## src/rtl/rtc_pkg.sv

```systemverilog
// Shared types, constants and calendar helper functions for the real-time clock calendar.
package rtc_pkg;

    // Operation codes carried in the op field
    typedef enum logic [1:0] {
        OP_TICK     = 2'd0,
        OP_SET_DATE = 2'd1,
        OP_SET_TIME = 2'd2,
        OP_HOLD     = 2'd3
    } t_op;

    // Input beat
    typedef struct packed {
        logic [1:0]  op;
        logic [3:0]  new_month;
        logic [4:0]  new_day;
        logic [11:0] new_year;
        logic [4:0]  new_hour;
        logic [5:0]  new_minute;
        logic [5:0]  new_second;
    } t_rtc_in;

    // Result beat
    typedef struct packed {
        logic [3:0]  cur_month;
        logic [4:0]  cur_day;
        logic [11:0] cur_year;
        logic [4:0]  cur_hour;
        logic [5:0]  cur_minute;
        logic [5:0]  cur_second;
        logic [3:0]  hour_twelve;
        logic        is_pm;
    } t_rtc_out;

    localparam logic [11:0] YEAR_MIN     = 12'd1900;
    localparam logic [11:0] YEAR_DEFAULT = 12'd2000;
    localparam logic [11:0] YEAR_MAX     = 12'd4095;
    localparam logic [3:0]  MONTH_FIRST  = 4'd1;
    localparam logic [3:0]  MONTH_LAST   = 4'd12;
    localparam logic [4:0]  DAY_FIRST    = 5'd1;
    localparam logic [4:0]  HOUR_LAST    = 5'd23;
    localparam logic [4:0]  HOUR_NOON    = 5'd12;
    localparam logic [5:0]  MIN_LAST     = 6'd59;
    localparam logic [5:0]  SEC_LAST     = 6'd59;

    // Multiplicative inverse of 25 modulo 2^12; y is a multiple of 25
    // exactly when y * INV25 (mod 2^12) is at most 4095 / 25.
    localparam logic [11:0] INV25        = 12'd3113;
    localparam logic [11:0] DIV25_LIMIT  = 12'd163;

    // Gregorian leap rule: divisible by 400, or by 4 and not by 100
    function automatic logic is_leap(input logic [11:0] year);
        logic [11:0] prod;
        logic        div25;
        prod  = 12'(year * INV25);
        div25 = (prod <= DIV25_LIMIT);
        return ((year[3:0] == 4'd0) && div25) || ((year[1:0] == 2'd0) && !div25);
    endfunction

    // Days in a month; any code outside 1..12 falls to 31
    function automatic logic [4:0] month_len(input logic [3:0] month, input logic [11:0] year);
        logic [4:0] len;
        case (month)
            4'd4, 4'd6, 4'd9, 4'd11: len = 5'd30;
            4'd2:                    len = is_leap(year) ? 5'd29 : 5'd28;
            default:                 len = 5'd31;
        endcase
        return len;
    endfunction

endpackage

```

## src/rtl/calendar_clock_counter.sv

```systemverilog
// Real-time clock and calendar: input register, single-pass update, two-entry result queue.
// The calendar update is one pass of small-counter carries on the input register's beat.
// Throughput: one beat per cycle while the skid entry is empty, else the input stalls.
// The two-entry result queue lets a new beat enter while an earlier result is stalled.
// Reset: synchronous, active low; date 2000-01-01, time 00:00:00, no beats pending.
module calendar_clock_counter
    import rtc_pkg::*;
(
    input  logic     i_clk,
    input  logic     i_rst_n,
    input  logic     i_in_valid,
    output logic     o_in_stall,
    input  t_rtc_in  i_in_data,
    output logic     o_out_valid,
    input  logic     i_out_stall,
    output t_rtc_out o_out_data
);

    // Input register
    logic     r_in_valid;
    t_rtc_in  r_in;

    // Calendar state
    logic [3:0]  r_month;
    logic [4:0]  r_day;
    logic [11:0] r_year;
    logic [4:0]  r_hour;
    logic [5:0]  r_minute;
    logic [5:0]  r_second;

    logic [3:0]  n_month;
    logic [4:0]  n_day;
    logic [11:0] n_year;
    logic [4:0]  n_hour;
    logic [5:0]  n_minute;
    logic [5:0]  n_second;

    // Result queue: head and skid entry
    logic     r_out_valid;
    t_rtc_out r_out;
    logic     r_skid_valid;
    t_rtc_out r_skid;

    logic     w_in_acc;
    logic     w_move;
    logic     w_pop;
    t_rtc_out w_res;

    logic [3:0]  w_sd_month;
    logic [11:0] w_sd_year;
    logic [4:0]  w_sd_len;
    logic [4:0]  w_cur_len;

    // Handshake
    assign w_move     = r_in_valid && !r_skid_valid;
    assign w_pop      = r_out_valid && !i_out_stall;
    assign o_in_stall = r_in_valid && !w_move;
    assign w_in_acc   = i_in_valid && !o_in_stall;

    assign o_out_valid = r_out_valid;
    assign o_out_data  = r_out;

    // Input register
    always_ff @(posedge i_clk) begin
        if (!i_rst_n) begin
            r_in_valid <= 1'b0;
        end else if (w_in_acc) begin
            r_in_valid <= 1'b1;
        end else if (w_move) begin
            r_in_valid <= 1'b0;
        end
    end

    always_ff @(posedge i_clk) begin
        if (w_in_acc) begin
            r_in <= i_in_data;
        end
    end

    // Checked values for a date load
    assign w_sd_month = ((r_in.new_month >= MONTH_FIRST) && (r_in.new_month <= MONTH_LAST))
                        ? r_in.new_month : MONTH_FIRST;
    assign w_sd_year  = (r_in.new_year >= YEAR_MIN) ? r_in.new_year : YEAR_DEFAULT;
    assign w_sd_len   = month_len(w_sd_month, w_sd_year);
    assign w_cur_len  = month_len(r_month, r_year);

    // Next calendar state
    always_comb begin
        n_month  = r_month;
        n_day    = r_day;
        n_year   = r_year;
        n_hour   = r_hour;
        n_minute = r_minute;
        n_second = r_second;
        case (r_in.op)
            OP_TICK: begin
                if (r_second == SEC_LAST) begin
                    n_second = 6'd0;
                    if (r_minute == MIN_LAST) begin
                        n_minute = 6'd0;
                        if (r_hour == HOUR_LAST) begin
                            n_hour = 5'd0;
                            if (r_day >= w_cur_len) begin
                                n_day = DAY_FIRST;
                                if (r_month >= MONTH_LAST) begin
                                    n_month = MONTH_FIRST;
                                    n_year  = (r_year == YEAR_MAX) ? YEAR_MIN : r_year + 12'd1;
                                end else begin
                                    n_month = r_month + 4'd1;
                                end
                            end else begin
                                n_day = r_day + 5'd1;
                            end
                        end else begin
                            n_hour = r_hour + 5'd1;
                        end
                    end else begin
                        n_minute = r_minute + 6'd1;
                    end
                end else begin
                    n_second = r_second + 6'd1;
                end
            end
            OP_SET_DATE: begin
                n_month = w_sd_month;
                n_year  = w_sd_year;
                n_day   = ((r_in.new_day >= DAY_FIRST) && (r_in.new_day <= w_sd_len))
                          ? r_in.new_day : DAY_FIRST;
            end
            OP_SET_TIME: begin
                n_hour   = (r_in.new_hour <= HOUR_LAST) ? r_in.new_hour : 5'd0;
                n_minute = (r_in.new_minute <= MIN_LAST) ? r_in.new_minute : 6'd0;
                n_second = (r_in.new_second <= SEC_LAST) ? r_in.new_second : 6'd0;
            end
            default: begin
            end
        endcase
    end

    // Result beat from the updated state
    always_comb begin
        w_res.cur_month  = n_month;
        w_res.cur_day    = n_day;
        w_res.cur_year   = n_year;
        w_res.cur_hour   = n_hour;
        w_res.cur_minute = n_minute;
        w_res.cur_second = n_second;
        w_res.is_pm      = (n_hour >= HOUR_NOON);
        if (n_hour == 5'd0) begin
            w_res.hour_twelve = 4'd12;
        end else if (n_hour > HOUR_NOON) begin
            w_res.hour_twelve = 4'(n_hour - HOUR_NOON);
        end else begin
            w_res.hour_twelve = 4'(n_hour);
        end
    end

    // Calendar state registers
    always_ff @(posedge i_clk) begin
        if (!i_rst_n) begin
            r_month  <= MONTH_FIRST;
            r_day    <= DAY_FIRST;
            r_year   <= YEAR_DEFAULT;
            r_hour   <= 5'd0;
            r_minute <= 6'd0;
            r_second <= 6'd0;
        end else if (w_move) begin
            r_month  <= n_month;
            r_day    <= n_day;
            r_year   <= n_year;
            r_hour   <= n_hour;
            r_minute <= n_minute;
            r_second <= n_second;
        end
    end

    // Result queue control
    always_ff @(posedge i_clk) begin
        if (!i_rst_n) begin
            r_out_valid  <= 1'b0;
            r_skid_valid <= 1'b0;
        end else begin
            if (w_pop) begin
                r_out_valid  <= r_skid_valid || w_move;
                r_skid_valid <= 1'b0;
            end else if (w_move) begin
                if (r_out_valid) begin
                    r_skid_valid <= 1'b1;
                end else begin
                    r_out_valid <= 1'b1;
                end
            end
        end
    end

    // Result queue payload
    always_ff @(posedge i_clk) begin
        if (w_pop) begin
            r_out <= r_skid_valid ? r_skid : w_res;
        end else if (w_move) begin
            if (r_out_valid) begin
                r_skid <= w_res;
            end else begin
                r_out <= w_res;
            end
        end
    end

    // Skid entry is only ever filled behind a waiting head
    a_skid_behind_head: assert property (@(posedge i_clk) disable iff (!i_rst_n)
        r_skid_valid |-> r_out_valid)
        else $error("skid entry valid without head entry");

    // Time counters stay in range
    a_time_range: assert property (@(posedge i_clk) disable iff (!i_rst_n)
        (r_second <= SEC_LAST) && (r_minute <= MIN_LAST) && (r_hour <= HOUR_LAST))
        else $error("time counter out of range");

    // Date counters stay in range
    a_date_range: assert property (@(posedge i_clk) disable iff (!i_rst_n)
        (r_month >= MONTH_FIRST) && (r_month <= MONTH_LAST) && (r_year >= YEAR_MIN)
        && (r_day >= DAY_FIRST) && (r_day <= w_cur_len))
        else $error("date counter out of range");

    // A tick below the minute boundary steps the second by one
    a_tick_step: assert property (@(posedge i_clk) disable iff (!i_rst_n)
        (w_move && (r_in.op == OP_TICK) && (r_second != SEC_LAST))
        |=> (r_second == $past(r_second) + 6'd1))
        else $error("tick did not advance the second");

    // A moved beat always lands in the queue
    a_move_lands: assert property (@(posedge i_clk) disable iff (!i_rst_n)
        w_move |=> r_out_valid)
        else $error("processed beat lost");

endmodule
```

## config.mk

```make
export PLATFORM = sky130hd
export DESIGN_NAME = calendar_clock_counter
export DESIGN_NICKNAME = d
export VERILOG_FILES = /design/src/rtl/rtc_pkg.sv /design/src/rtl/calendar_clock_counter.sv
export SDC_FILE = /design/constraint.sdc
export NUM_CORES = 1
export LEC_CHECK = 0
export BUFFER_PORTS_ARGS = -buffer_cell sky130_fd_sc_hd__buf_2
export CAP_MARGIN = 20
export CORE_ASPECT_RATIO = 1.25
export CORE_UTILIZATION = 38
export CTS_CLUSTER_SIZE = 8
export DETAILED_ROUTE_END_ITERATION = 7
export HOLD_SLACK_MARGIN = 0.12
export PLACE_DENSITY_LB_ADDON = 0.25
export SYNTH_ARGS = -nofsm -noshare
export SYNTH_HDL_FRONTEND = slang
export SYNTH_SLANG_ARGS = --single-unit
```

## constraint.sdc

```tcl
create_clock -name i_clk -period 14.8 [get_ports i_clk]
set_input_delay 1.48 -clock i_clk [delete_from_list [all_inputs] [get_ports i_clk]]
set_output_delay 1.48 -clock i_clk [all_outputs]
set_load 0.1 [all_outputs]
```

* Word level (Yosys, flattened, before mapping)
Index checks and enable logic that the tools add are counted.
** Storage, ports and cells
- Flip-flop bits (word level) :: 167
- Input port bits :: 44
- Output and inout bits :: 45
- Word-level logic and storage cells :: 154
** Cells by class
- $add $sub $neg :: 7
- Multiply operators :: 2
- $lt $le $gt $ge :: 14
- Equal/unequal tests :: 17
- Multiplexer cells :: 47
- Bitwise operators :: 2
- Reductions and logical operators :: 33
** Operator list (number)
- 2-to-1 mux 43 bit :: 4
- 2-to-1 mux 12 bit :: 7
- 2-to-1 mux 5 bit :: 9
- 2-to-1 mux 4 bit :: 8
- 2-to-1 mux 6 bit :: 5
- <= comparator 12 x 8 -> 1 bit (second input constant) :: 2
- multiplier 12 x 11 -> 12 bit (second input constant) :: 2
- case mux 12 bit (2 select lines) :: 1
- case mux 6 bit (2 select lines) :: 2
- case mux 5 bit (2 select lines) :: 2
- equality test 4 x 3 -> 1 bit (second input constant) :: 4
- equality test 4 bit (second input constant) :: 4
- adder 12 x 1 -> 12 bit (second input constant) :: 1
- adder 6 x 1 -> 6 bit (second input constant) :: 2
- equality test 12 bit (second input constant) :: 1
- equality test 6 bit (second input constant) :: 2
- >= comparator 12 x 11 -> 1 bit (second input constant) :: 1
- <= comparator 6 bit (second input constant) :: 2
- adder 5 x 1 -> 5 bit (second input constant) :: 2
- logical AND 1 bit :: 10
- equality test 4 x 2 -> 1 bit (second input constant) :: 2
- zero test 4 bit :: 2
- case mux 2 bit (2 select lines) :: 2
- case mux 4 bit (2 select lines) :: 1
- other kinds (26) :: 44

* Logic depth before layout (Yosys ltp)
Gate-level depths: netlist of the first run.
- Word-level depth :: 16
- Gate-level depth with buffers :: 22
- Depth with buffers taken out :: 22

* Worst setup path before layout of the first run
OpenSTA, ideal clock, no wires.
- Kind :: reg2reg
- Start :: register r_in[20] in the netlist's numbering
- End :: register r_out, in the netlist o_out_data[38] (data pin)
- Library setup time :: 260 ps
- Arrival time :: 4684 ps
- Data required time :: 14540 ps
- Setup slack :: 9856 ps
- Cell stages (with the launch flop) :: 22
- Path buffers :: 0
- Clock period less this slack :: 4944 ps
- Cell sequence :: edfxtp_1 > a211o_1 > a31o_2 > and2_1 > ha_1 > ha_1 > inv_1 > fa_1 > inv_1 > ha_1 > ha_1 > a31oi_1 > a31oi_1 > nor4_1 > a31oi_1 > ha_1 > nand2_1 > o211ai_1 > and2_1 > a22oi_1 > o21ai_0 > mux2_2
** Between the ends
- Word-level cells in the longest chain between the ends :: 16
- Elaborated cells on any way between the ends :: 20
- Classes of those cells :: mul: 1; order compare: 3; mux: 9; reduce/logical: 7
** Ends and longest elaborated chain
- start: declaration :: RTL line calendar_clock_counter.sv:21 : t_rtc_in r_in;
- start signal: assignment :: RTL line calendar_clock_counter.sv:76 : r_in <= i_in_data;
- >= comparator 12 x 11 -> 1 bit :: RTL line calendar_clock_counter.sv:83 : assign w_sd_year = (r_in.new_year >= YEAR_MIN) ? r_in.new_year : YEAR_DEFAULT;
- 2-to-1 mux 12 bit * :: RTL line calendar_clock_counter.sv:83
- multiplier 12 x 11 -> 12 bit :: RTL line rtc_pkg.sv:55 : prod = 12'(year * INV25);
- <= comparator 12 x 8 -> 1 bit :: RTL line rtc_pkg.sv:56 : div25 = (prod <= DIV25_LIMIT);
- zero test 1 bit :: RTL line rtc_pkg.sv:57 : return ((year[3:0] == 4'd0) && div25) || ((year[1:0] == 2'd0) && !div25);
- logical AND 1 bit :: RTL line rtc_pkg.sv:57
- logical OR 1 bit * :: RTL line rtc_pkg.sv:57
- 2-to-1 mux 1 bit * :: RTL line rtc_pkg.sv:65 : 4'd2: len = is_leap(year) ? 5'd29 : 5'd28;
- case mux 2 bit (2 select lines) * :: RTL line rtc_pkg.sv:63 : case (month)
- <= comparator 5 bit * :: RTL line calendar_clock_counter.sv:127 : n_day = ((r_in.new_day >= DAY_FIRST) && (r_in.new_day <= w_sd_len))
- logical AND 1 bit * :: RTL line calendar_clock_counter.sv:127
- 2-to-1 mux 5 bit * :: RTL line calendar_clock_counter.sv:128 : ? r_in.new_day : DAY_FIRST;
- case mux 5 bit (2 select lines) * :: RTL line calendar_clock_counter.sv:95 : case (r_in.op)
- via n_day[4] :: RTL line calendar_clock_counter.sv:32 : logic [4:0] n_day;
- 2-to-1 mux 43 bit :: RTL line calendar_clock_counter.sv:201 : if (r_out_valid) begin
- 2-to-1 mux 43 bit :: RTL line calendar_clock_counter.sv:200 : end else if (w_move) begin
- 2-to-1 mux 43 bit * :: RTL line calendar_clock_counter.sv:198 : if (w_pop) begin
- end signal: assignment :: RTL line calendar_clock_counter.sv:199 : r_out <= r_skid_valid ? r_skid : w_res;
- end signal: assignment :: RTL line calendar_clock_counter.sv:204 : r_out <= w_res;
- end: declaration :: RTL line calendar_clock_counter.sv:40 : t_rtc_out r_out;
The timed path passes the listed nets; every way through them passes the cells marked *. The select of a mux whose other input is x is not followed.
A chain may end at the register's enable or synchronous reset.

* Final worst setup path of the first run
- Start :: register r_in[24] in the netlist's numbering
- End :: register r_out, in the netlist o_out_data[38] (data pin)
The elaborated chain is that of the path after synthesis.

==> summary.txt, run 1 <==
Place
  – Worst slack at placement: 9.410 ns
  – Placer congestion estimate: between 0.8 and 0.9
  – I/O Buffers: 88
  – Post-DP HPWL: approximately 17 mm
  – Dpl cells: 1,317

Synth
  – Library cells used by synthesis: 76
  – Cells after synthesis: 936
  – Number of enable flip-flop cells after synthesis: 126
  – #FFs+latches synth: 167
  – Yosys top cell by area: edfxtp_1
  – Syn_nets: 1,054
  – Synth area leaders: edfxtp_1 39%, dfxtp_1 8.5%, ha_1 8.1%
  – Synth top area share: 39.37%
  – Top_reg_cell synth: edfxtp_1
  – Seq/Total Area, Yosys: 47.91%
  – Asr flop ratio synth: 0%
  – Average cell area after synthesis: 10.27 sq um
  – Synthesized area: 9610 sq um
  – Yosys Warn Count: 0

Timing
  – Setup violations, final: 0
  – Fmax: approximately 0.18 GHz
  – Layout Skew: about 0.012 ns
  – Worst Slack Setup Final: 9.365 ns
  – Sum Neg Setup Slack: 0 ns
  – Slew Viols, Final: 0
  – Slew headroom: 32.55%
  – RSZ-0062 raised after global routing: no
  – Final min period: between 5 and 6 ns
  – Fin crit share: 36.72%
  – Hold Fails Final Rpt: 0
  – Worst-margin pin slew: 1.012 ns
  – Worst hold margin: approximately 0.54 ns

Clock tree
  – Setup Buffers After CTS: 0
  – Worst-Skew Late Latency: 0.44 ns
  – Depth of the CTS H-tree: 4
  – Clock Path Buffers: 2
  – Cts hold-fix bufs: 0
  – CTS tree: built
  – Root Driver: clkbuf_16
  – Post-CTS sizing: 0
  – Worst-path clk slew: ~0.07 ns
  – CTS buffer count: 17
  – CTS Sinks: 167

Power and ir drop
  – Reg power frac: 43.1%
  – Clk pwr share: 35.1%
  – Pwr Total: 0.001287 W
  – Sw frac: 33.81%
  – P per Cell Area: 117.3 nW/um^2
  – Largest vdd supply drop: 0.08154 mV
  – Leakage Power: roughly 4.4 nW
  – Internal cell power: 0.0008520 W
  – Comb pwr share: 21.8%
  – Psw: 0.0004352 W

Setup path
  – Most used cell, CP: ha_1
  – Slowest stage cell on the critical path: fa_1
  – Worst Path Buf+Inv: 1
  – Worst reg2reg startpoint: r_in[24]
  – CP arrival: 5.62 ns
  – CP cell instances: a211o_1 > a31oi_1 > nor2_1 > inv_1 > ha_1 > fa_1 > ha_1 > ha_1 > a21oi_1 > a21boi_0 > o21ai_0 > a21oi_1 > nor4_1 > a31oi_1 > ha_1 > nand2_1 > o211ai_1 > and2_1 > a22oi_1 > o21ai_0 > mux2_2
  – CP Launch Type: flop
  – WP data required: 14.99 ns
  – Worst Setup Path Type: flop to flop
  – CP max stage delay: ~0.5 ns
  – CP startpoint: r_in[24]
  – Worst Path Max Fanout: 6
  – CP Capture Type: flop
  – CP top delay family: compound AO/OA/AOI/OAI gates

Die
  – Die area: approximately 26,000 sq um
  – Die height: 179.8 um
  – Core ar.: 24,660 sq um
  – Initial Utilization: 38.97%
  – I/O Pins: 89
  – # rows: 64
  – Die width: 144.2 um

Cells and area
  – Most common cell after layout, fill and taps aside: edfxtp_1
  – Layout cells sized above 1: between 10% and 20%
  – Ant diodes: 0
  – Commonest non-fill, non-tap cells in the layout: 126 x edfxtp_1, 88 x buf_2, 83 x nor2_1
  – Fin nets: 1,124
  – Area Growth Syn to Fin: 14.19%
  – Non-Filler Instances: 1,349

Routing
  – Routed vias/inst: 5.532
  – Total iterations of the first detailed-routing run: 5
  – DR WL/cell: 18.01 um
  – Final WL: 24.30 mm
  – Drc violations: 0
  – Starting DRT DRC Count: 659
  – ANT nets after route: 0
  – Via count: 7,462

Global route
  – Vias in the first global route: between 7,000 and 8,000
  – First-pass GRT wire length: between 30 and 40 mm
  – GRT Overall Usage: between 10% and 20%
  – GRT Residual Overflow: 0
  – Initial antenna violation count: 0
  – Pin count of the biggest net entering global routing: between 40 and 50

Worst hold path
  – Hold_sp: r_skid[17]
  – Worst Hold Class: flop to flop

Status
  – Outcome: finished clean

Flow run
  – Max-cap viol count: 0
-- synth_stat cells (5+ instances only) --
master,number
nand2b_1,9
and4_1,6
clkbuf_1,39
a22oi_1,7
a41oi_1,5
nand2_1,66
nor3_1,21
o21ai_0,59
o211ai_1,11
a21o_1,9
o31ai_1,7
o31a_1,5
ha_1,62
inv_1,69
nor2b_1,10
xnor2_1,13
nor2_1,83
edfxtp_1,126
o21a_1,6
nand4_1,13
or2_2,5
and3_1,9
or3_1,8
a211oi_1,11
xor2_1,6
dfxtp_1,41
mux2_2,16
nand3_1,26
a21oi_1,53
a31oi_1,22
and2_1,8
nor4_1,12
fa_1,12
-- worst paths after layout --
check | cells after the start | to | slack (ns)
setup / recovery | 21 | o_out_data[38] | 9.37
hold / removal | 1 | o_out_data[17] | 0.54
setup reg to reg | 21 | o_out_data[38] | 9.37
hold reg to reg | 1 | o_out_data[17] | 0.54
-- power groups by stage --
stage / logic (W) / clock network, W / registers, W
global placement: 0.000274 / 0 / 0.000565
floorplan: 0.000154 / 0 / 0.000626
finish: 0.000280 / 0.000452 / 0.000555
global route: 0.000309 / 0.000476 / 0.000559
CTS: 0.000280 / 0.000459 / 0.000555
detailed placement: 0.000279 / 0 / 0.000565
-- cell families (layout without fill, tap and decap cells) --
family	count (synthesis)	after routing	synth area share, %
simple gates	289	289	15.18
compound gates	251	251	17.77
flops	167	167	47.91
buf+inv	118	201	4.752
fa+ha+maj	74	74	10.57
xor+xnor	19	19	1.732
mux	18	18	2.083
-- sequential cells by signal (all words and copies together), names as in the netlist --
signal,count
r_in_valid,1
r_minute,6
o_out_valid,1
r_month,4
r_year,12
r_day,5
r_hour,5
r_skid_valid,1
r_second,6
o_out_data,43
r_skid,43
r_in,40
-- per-stage QoR --
step / cell area (sq um) / util [%]
after floorplan: 9610 / -
after global placement: 10360 / 41.99
after detailed placement: 10380 / 42.08
after CTS: 10970 / 44.50
after global routing: 10970 / 44.50
final: 10970 / 44.50
-- routing by layer --
metal / track usage (%) / wire length [um] / part of all wire, % / up-vias
li1: - / - / - / 3635
met1: 28.56 / 11480 / 47 / 3492
met2: 28.75 / 10670 / 44 / 298
met3: 3.037 / 1646 / 6.8 / 37
met4: 7.368 / 503 / 2.1 / 0
met5: 0 / 0 / 0 / -
-- final cells by class --
cell class	count	area [sq um]
Fill cell	2392	13690
Sequential cell	167	4604
Multi-Input combinational cell	651	4572
Timing Repair Buffer	96	513.0
Clock buffer	17	425.4
Tap cell	330	412.9
Inverter	73	275.3
Clock inverter	15	171.4
Note: power is estimated with default switching activity, not from simulation.
==> run 2, diff against run 1 <==
Clock period 14.8 ns to 4.6 ns, I/O delays scaled along.
==> run 2 against run 1 <==
  * The flow now finishes with violations (setup timing)
  * Critical path depth up 1
  * Largest power group unchanged
  * Critical path type unchanged
  * Clock skew up 0.00059 ns
  * Maximum frequency up 14%
  * Total power rose to 3.5 times the previous value
  * Critical endpoint unchanged
  * Sequential share of layout area down 4.0 points
  * Non-clock buffer count up 80
  * Largest cell class is now multi-input gates
==> summary.txt, run 2 (synthesis results as in run 1) <==
Cells and area
  – Final Instance Area: ~12,000 sq um
  – Commonest non-fill, non-tap cells in the layout: 126 x edfxtp_1, 88 x buf_2, 82 x nor2_1
  – Final core occ: 49.23%
  – Layout cells sized above 1: 30.30%
  – Ant diodes: 0
  – Fin nets: 1,204
  – Most common cell after layout, fill and taps aside: edfxtp_1
  – Area Growth Syn to Fin: 26.34%

Clock tree
  – CTS Sinks: 167
  – Cts hold-fix bufs: 0
  – CTS buffer count: 17
  – Worst-Skew Late Latency: 0.43 ns
  – Depth of the CTS H-tree: 4
  – Worst-path clk slew: roughly 0.08 ns
  – Root Driver: clkbuf_16
  – CTS tree: built
  – Clock Path Buffers: 2

Setup path
  – Worst reg2reg startpoint: r_in[21]
  – CP cell instances: a211o_1 > a31o_4 > and2_4 > ha_4 > ha_4 > inv_2 > fa_1 > inv_2 > ha_4 > xor2_2 > xnor2_1 > xnor2_1 > xnor2_1 > xnor2_1 > a31oi_1 > ha_1 > nand2_1 > o211ai_1 > and2_4 > a22oi_2 > o21ai_1 > mux2_4
  – Worst Path Buf+Inv: 2
  – CP Capture Type: flop
  – Worst Setup Path Type: flop to flop
  – CP Launch Type: flop
  – CP top delay family: adder cells
  – Most used cell, CP: xnor2_1
  – CP max stage delay: 0.51 ns
  – Slowest stage cell on the critical path: fa_1
  – WP data required: 4.78 ns
  – CP arrival: just under 5 ns
  – CP startpoint: r_in[21]
  – Worst Path Max Fanout: 4

Timing
  – Slew headroom: 34.86%
  – RSZ-0062 raised after global routing: yes
  – Setup violations, final: 7
  – Hold Fails Final Rpt: 0
  – Worst-margin pin slew: 0.9771 ns
  – Fmax: 0.2101 GHz
  – Fin crit share: 103.4%
  – Slew Viols, Final: 0
  – Final min period: 4.759 ns
  – Layout Skew: approximately 0.013 ns
  – Worst hold margin: roughly 0.20 ns
  – Worst Slack Setup Final: -0.1587 ns

Die
  – Core ar.: 24,660 sq um
  – Initial Utilization: 38.97%
  – # rows: 64
  – Die width: 144.2 um
  – Die area: 25,930 sq um
  – Die height: 179.8 um
  – I/O Pins: 89

Global route
  – GRT Residual Overflow: 0
  – First-pass GRT wire length: 38.88 mm
  – GRT Overall Usage: 19.52%
  – Pin count of the biggest net entering global routing: 45
  – Initial antenna violation count: 0
  – Vias in the first global route: 7,293

Power and ir drop
  – Pwr Total: approximately 0.0045 W
  – P per Cell Area: 367.4 nW/um^2
  – Psw: 0.001482 W
  – Reg power frac: 39.8%
  – Internal cell power: 0.002978 W
  – Clk pwr share: between 30% and 40%
  – Sw frac: 33.24%
  – Comb pwr share: 26.6%
  – Largest vdd supply drop: 0.2553 mV
  – Leakage Power: 4.862 nW

Place
  – I/O Buffers: between 80 and 90
  – Area post-placement: 10,990 sq um
  – Placer congestion estimate: 0.9113
  – Post-DP HPWL: roughly 18 mm

Routing
  – Via count: 7,907
  – Final WL: about 25 mm
  – ANT nets after route: 0
  – DR WL/cell: 17.42 um
  – Routed vias/inst: 5.533
  – Total iterations of the first detailed-routing run: 5
  – Drc violations: 0
  – Starting DRT DRC Count: 653

Status
  – Failing checks: setup timing
  – Outcome: finished, violations left

Worst hold path
  – Worst Hold Class: input port to flop
  – Hold_sp: i_in_data[8]

Flow run
  – Max-cap viol count: 0
run 2: cell types whose count changed in the layout (fill, tap and decap cells not counted), sizes merged:
cell	change
buf	+80
bufinv	+1
clkinvlp	-1
run 2: layout make-up:
cell class                 instances  area, sq um
clock inverter                    15        193.9
clock buffer                      17        425.4
multi-input combinational        651         5084
inverter                          73        275.3
timing repair buffer             176         1136
fill                            2304        12520
tap                              330        412.9
sequential                       167         4614
run 2: layer usage:
layer  GRT usage (%)  up-vias  share of wire, %
met5               0        -                 0
met4           5.979        0               1.9
met3           3.330       38               6.2
met2           28.70      312                44
met1           29.04     3764                48
li1                -     3793                 -
run 2: worst paths after layout:
path,to,slack (ns),cells after the start
worst min-delay path,r_in[8],0.20,1
worst max-delay path,o_out_data[38],-0.16,22
worst max register to register,o_out_data[38],-0.16,22
worst min register to register,r_hour[1],0.54,2
run 2: power groups by stage:
stage          Sequential [W]  Combinational (W)  Clock (W)
5_1_grt               0.00179            0.00128    0.00159
2_1_floorplan         0.00201           0.000539          0
3_3_place_gp          0.00181            0.00103          0
3_5_place_dp          0.00181            0.00104          0
4_1_cts               0.00177            0.00108    0.00153
6_report              0.00178            0.00119    0.00150
run 2: through the flow:
stage          std cells  worst slack [ns]  TNS, ns
2_1_floorplan        936          0.006792        0
3_3_place_gp        1385           -0.2220   -1.709
3_5_place_dp        1385           -0.2900   -2.469
4_1_cts             1424           -0.1692  -0.5032
5_1_grt             1429           -0.3654   -4.163
6_report            1429           -0.1587  -0.3694
run 2: what timing repair did:
| item | 4_1_cts | 5_1_grt |
|---|---|---|
| setup buffers | 8 | 4 |
| resized for setup | 33 | 57 |
| pin swaps | 33 | 30 |
| setup endpoints to repair | 34 | 56 |
| endpoints found under the hold margin | 0 | 0 |
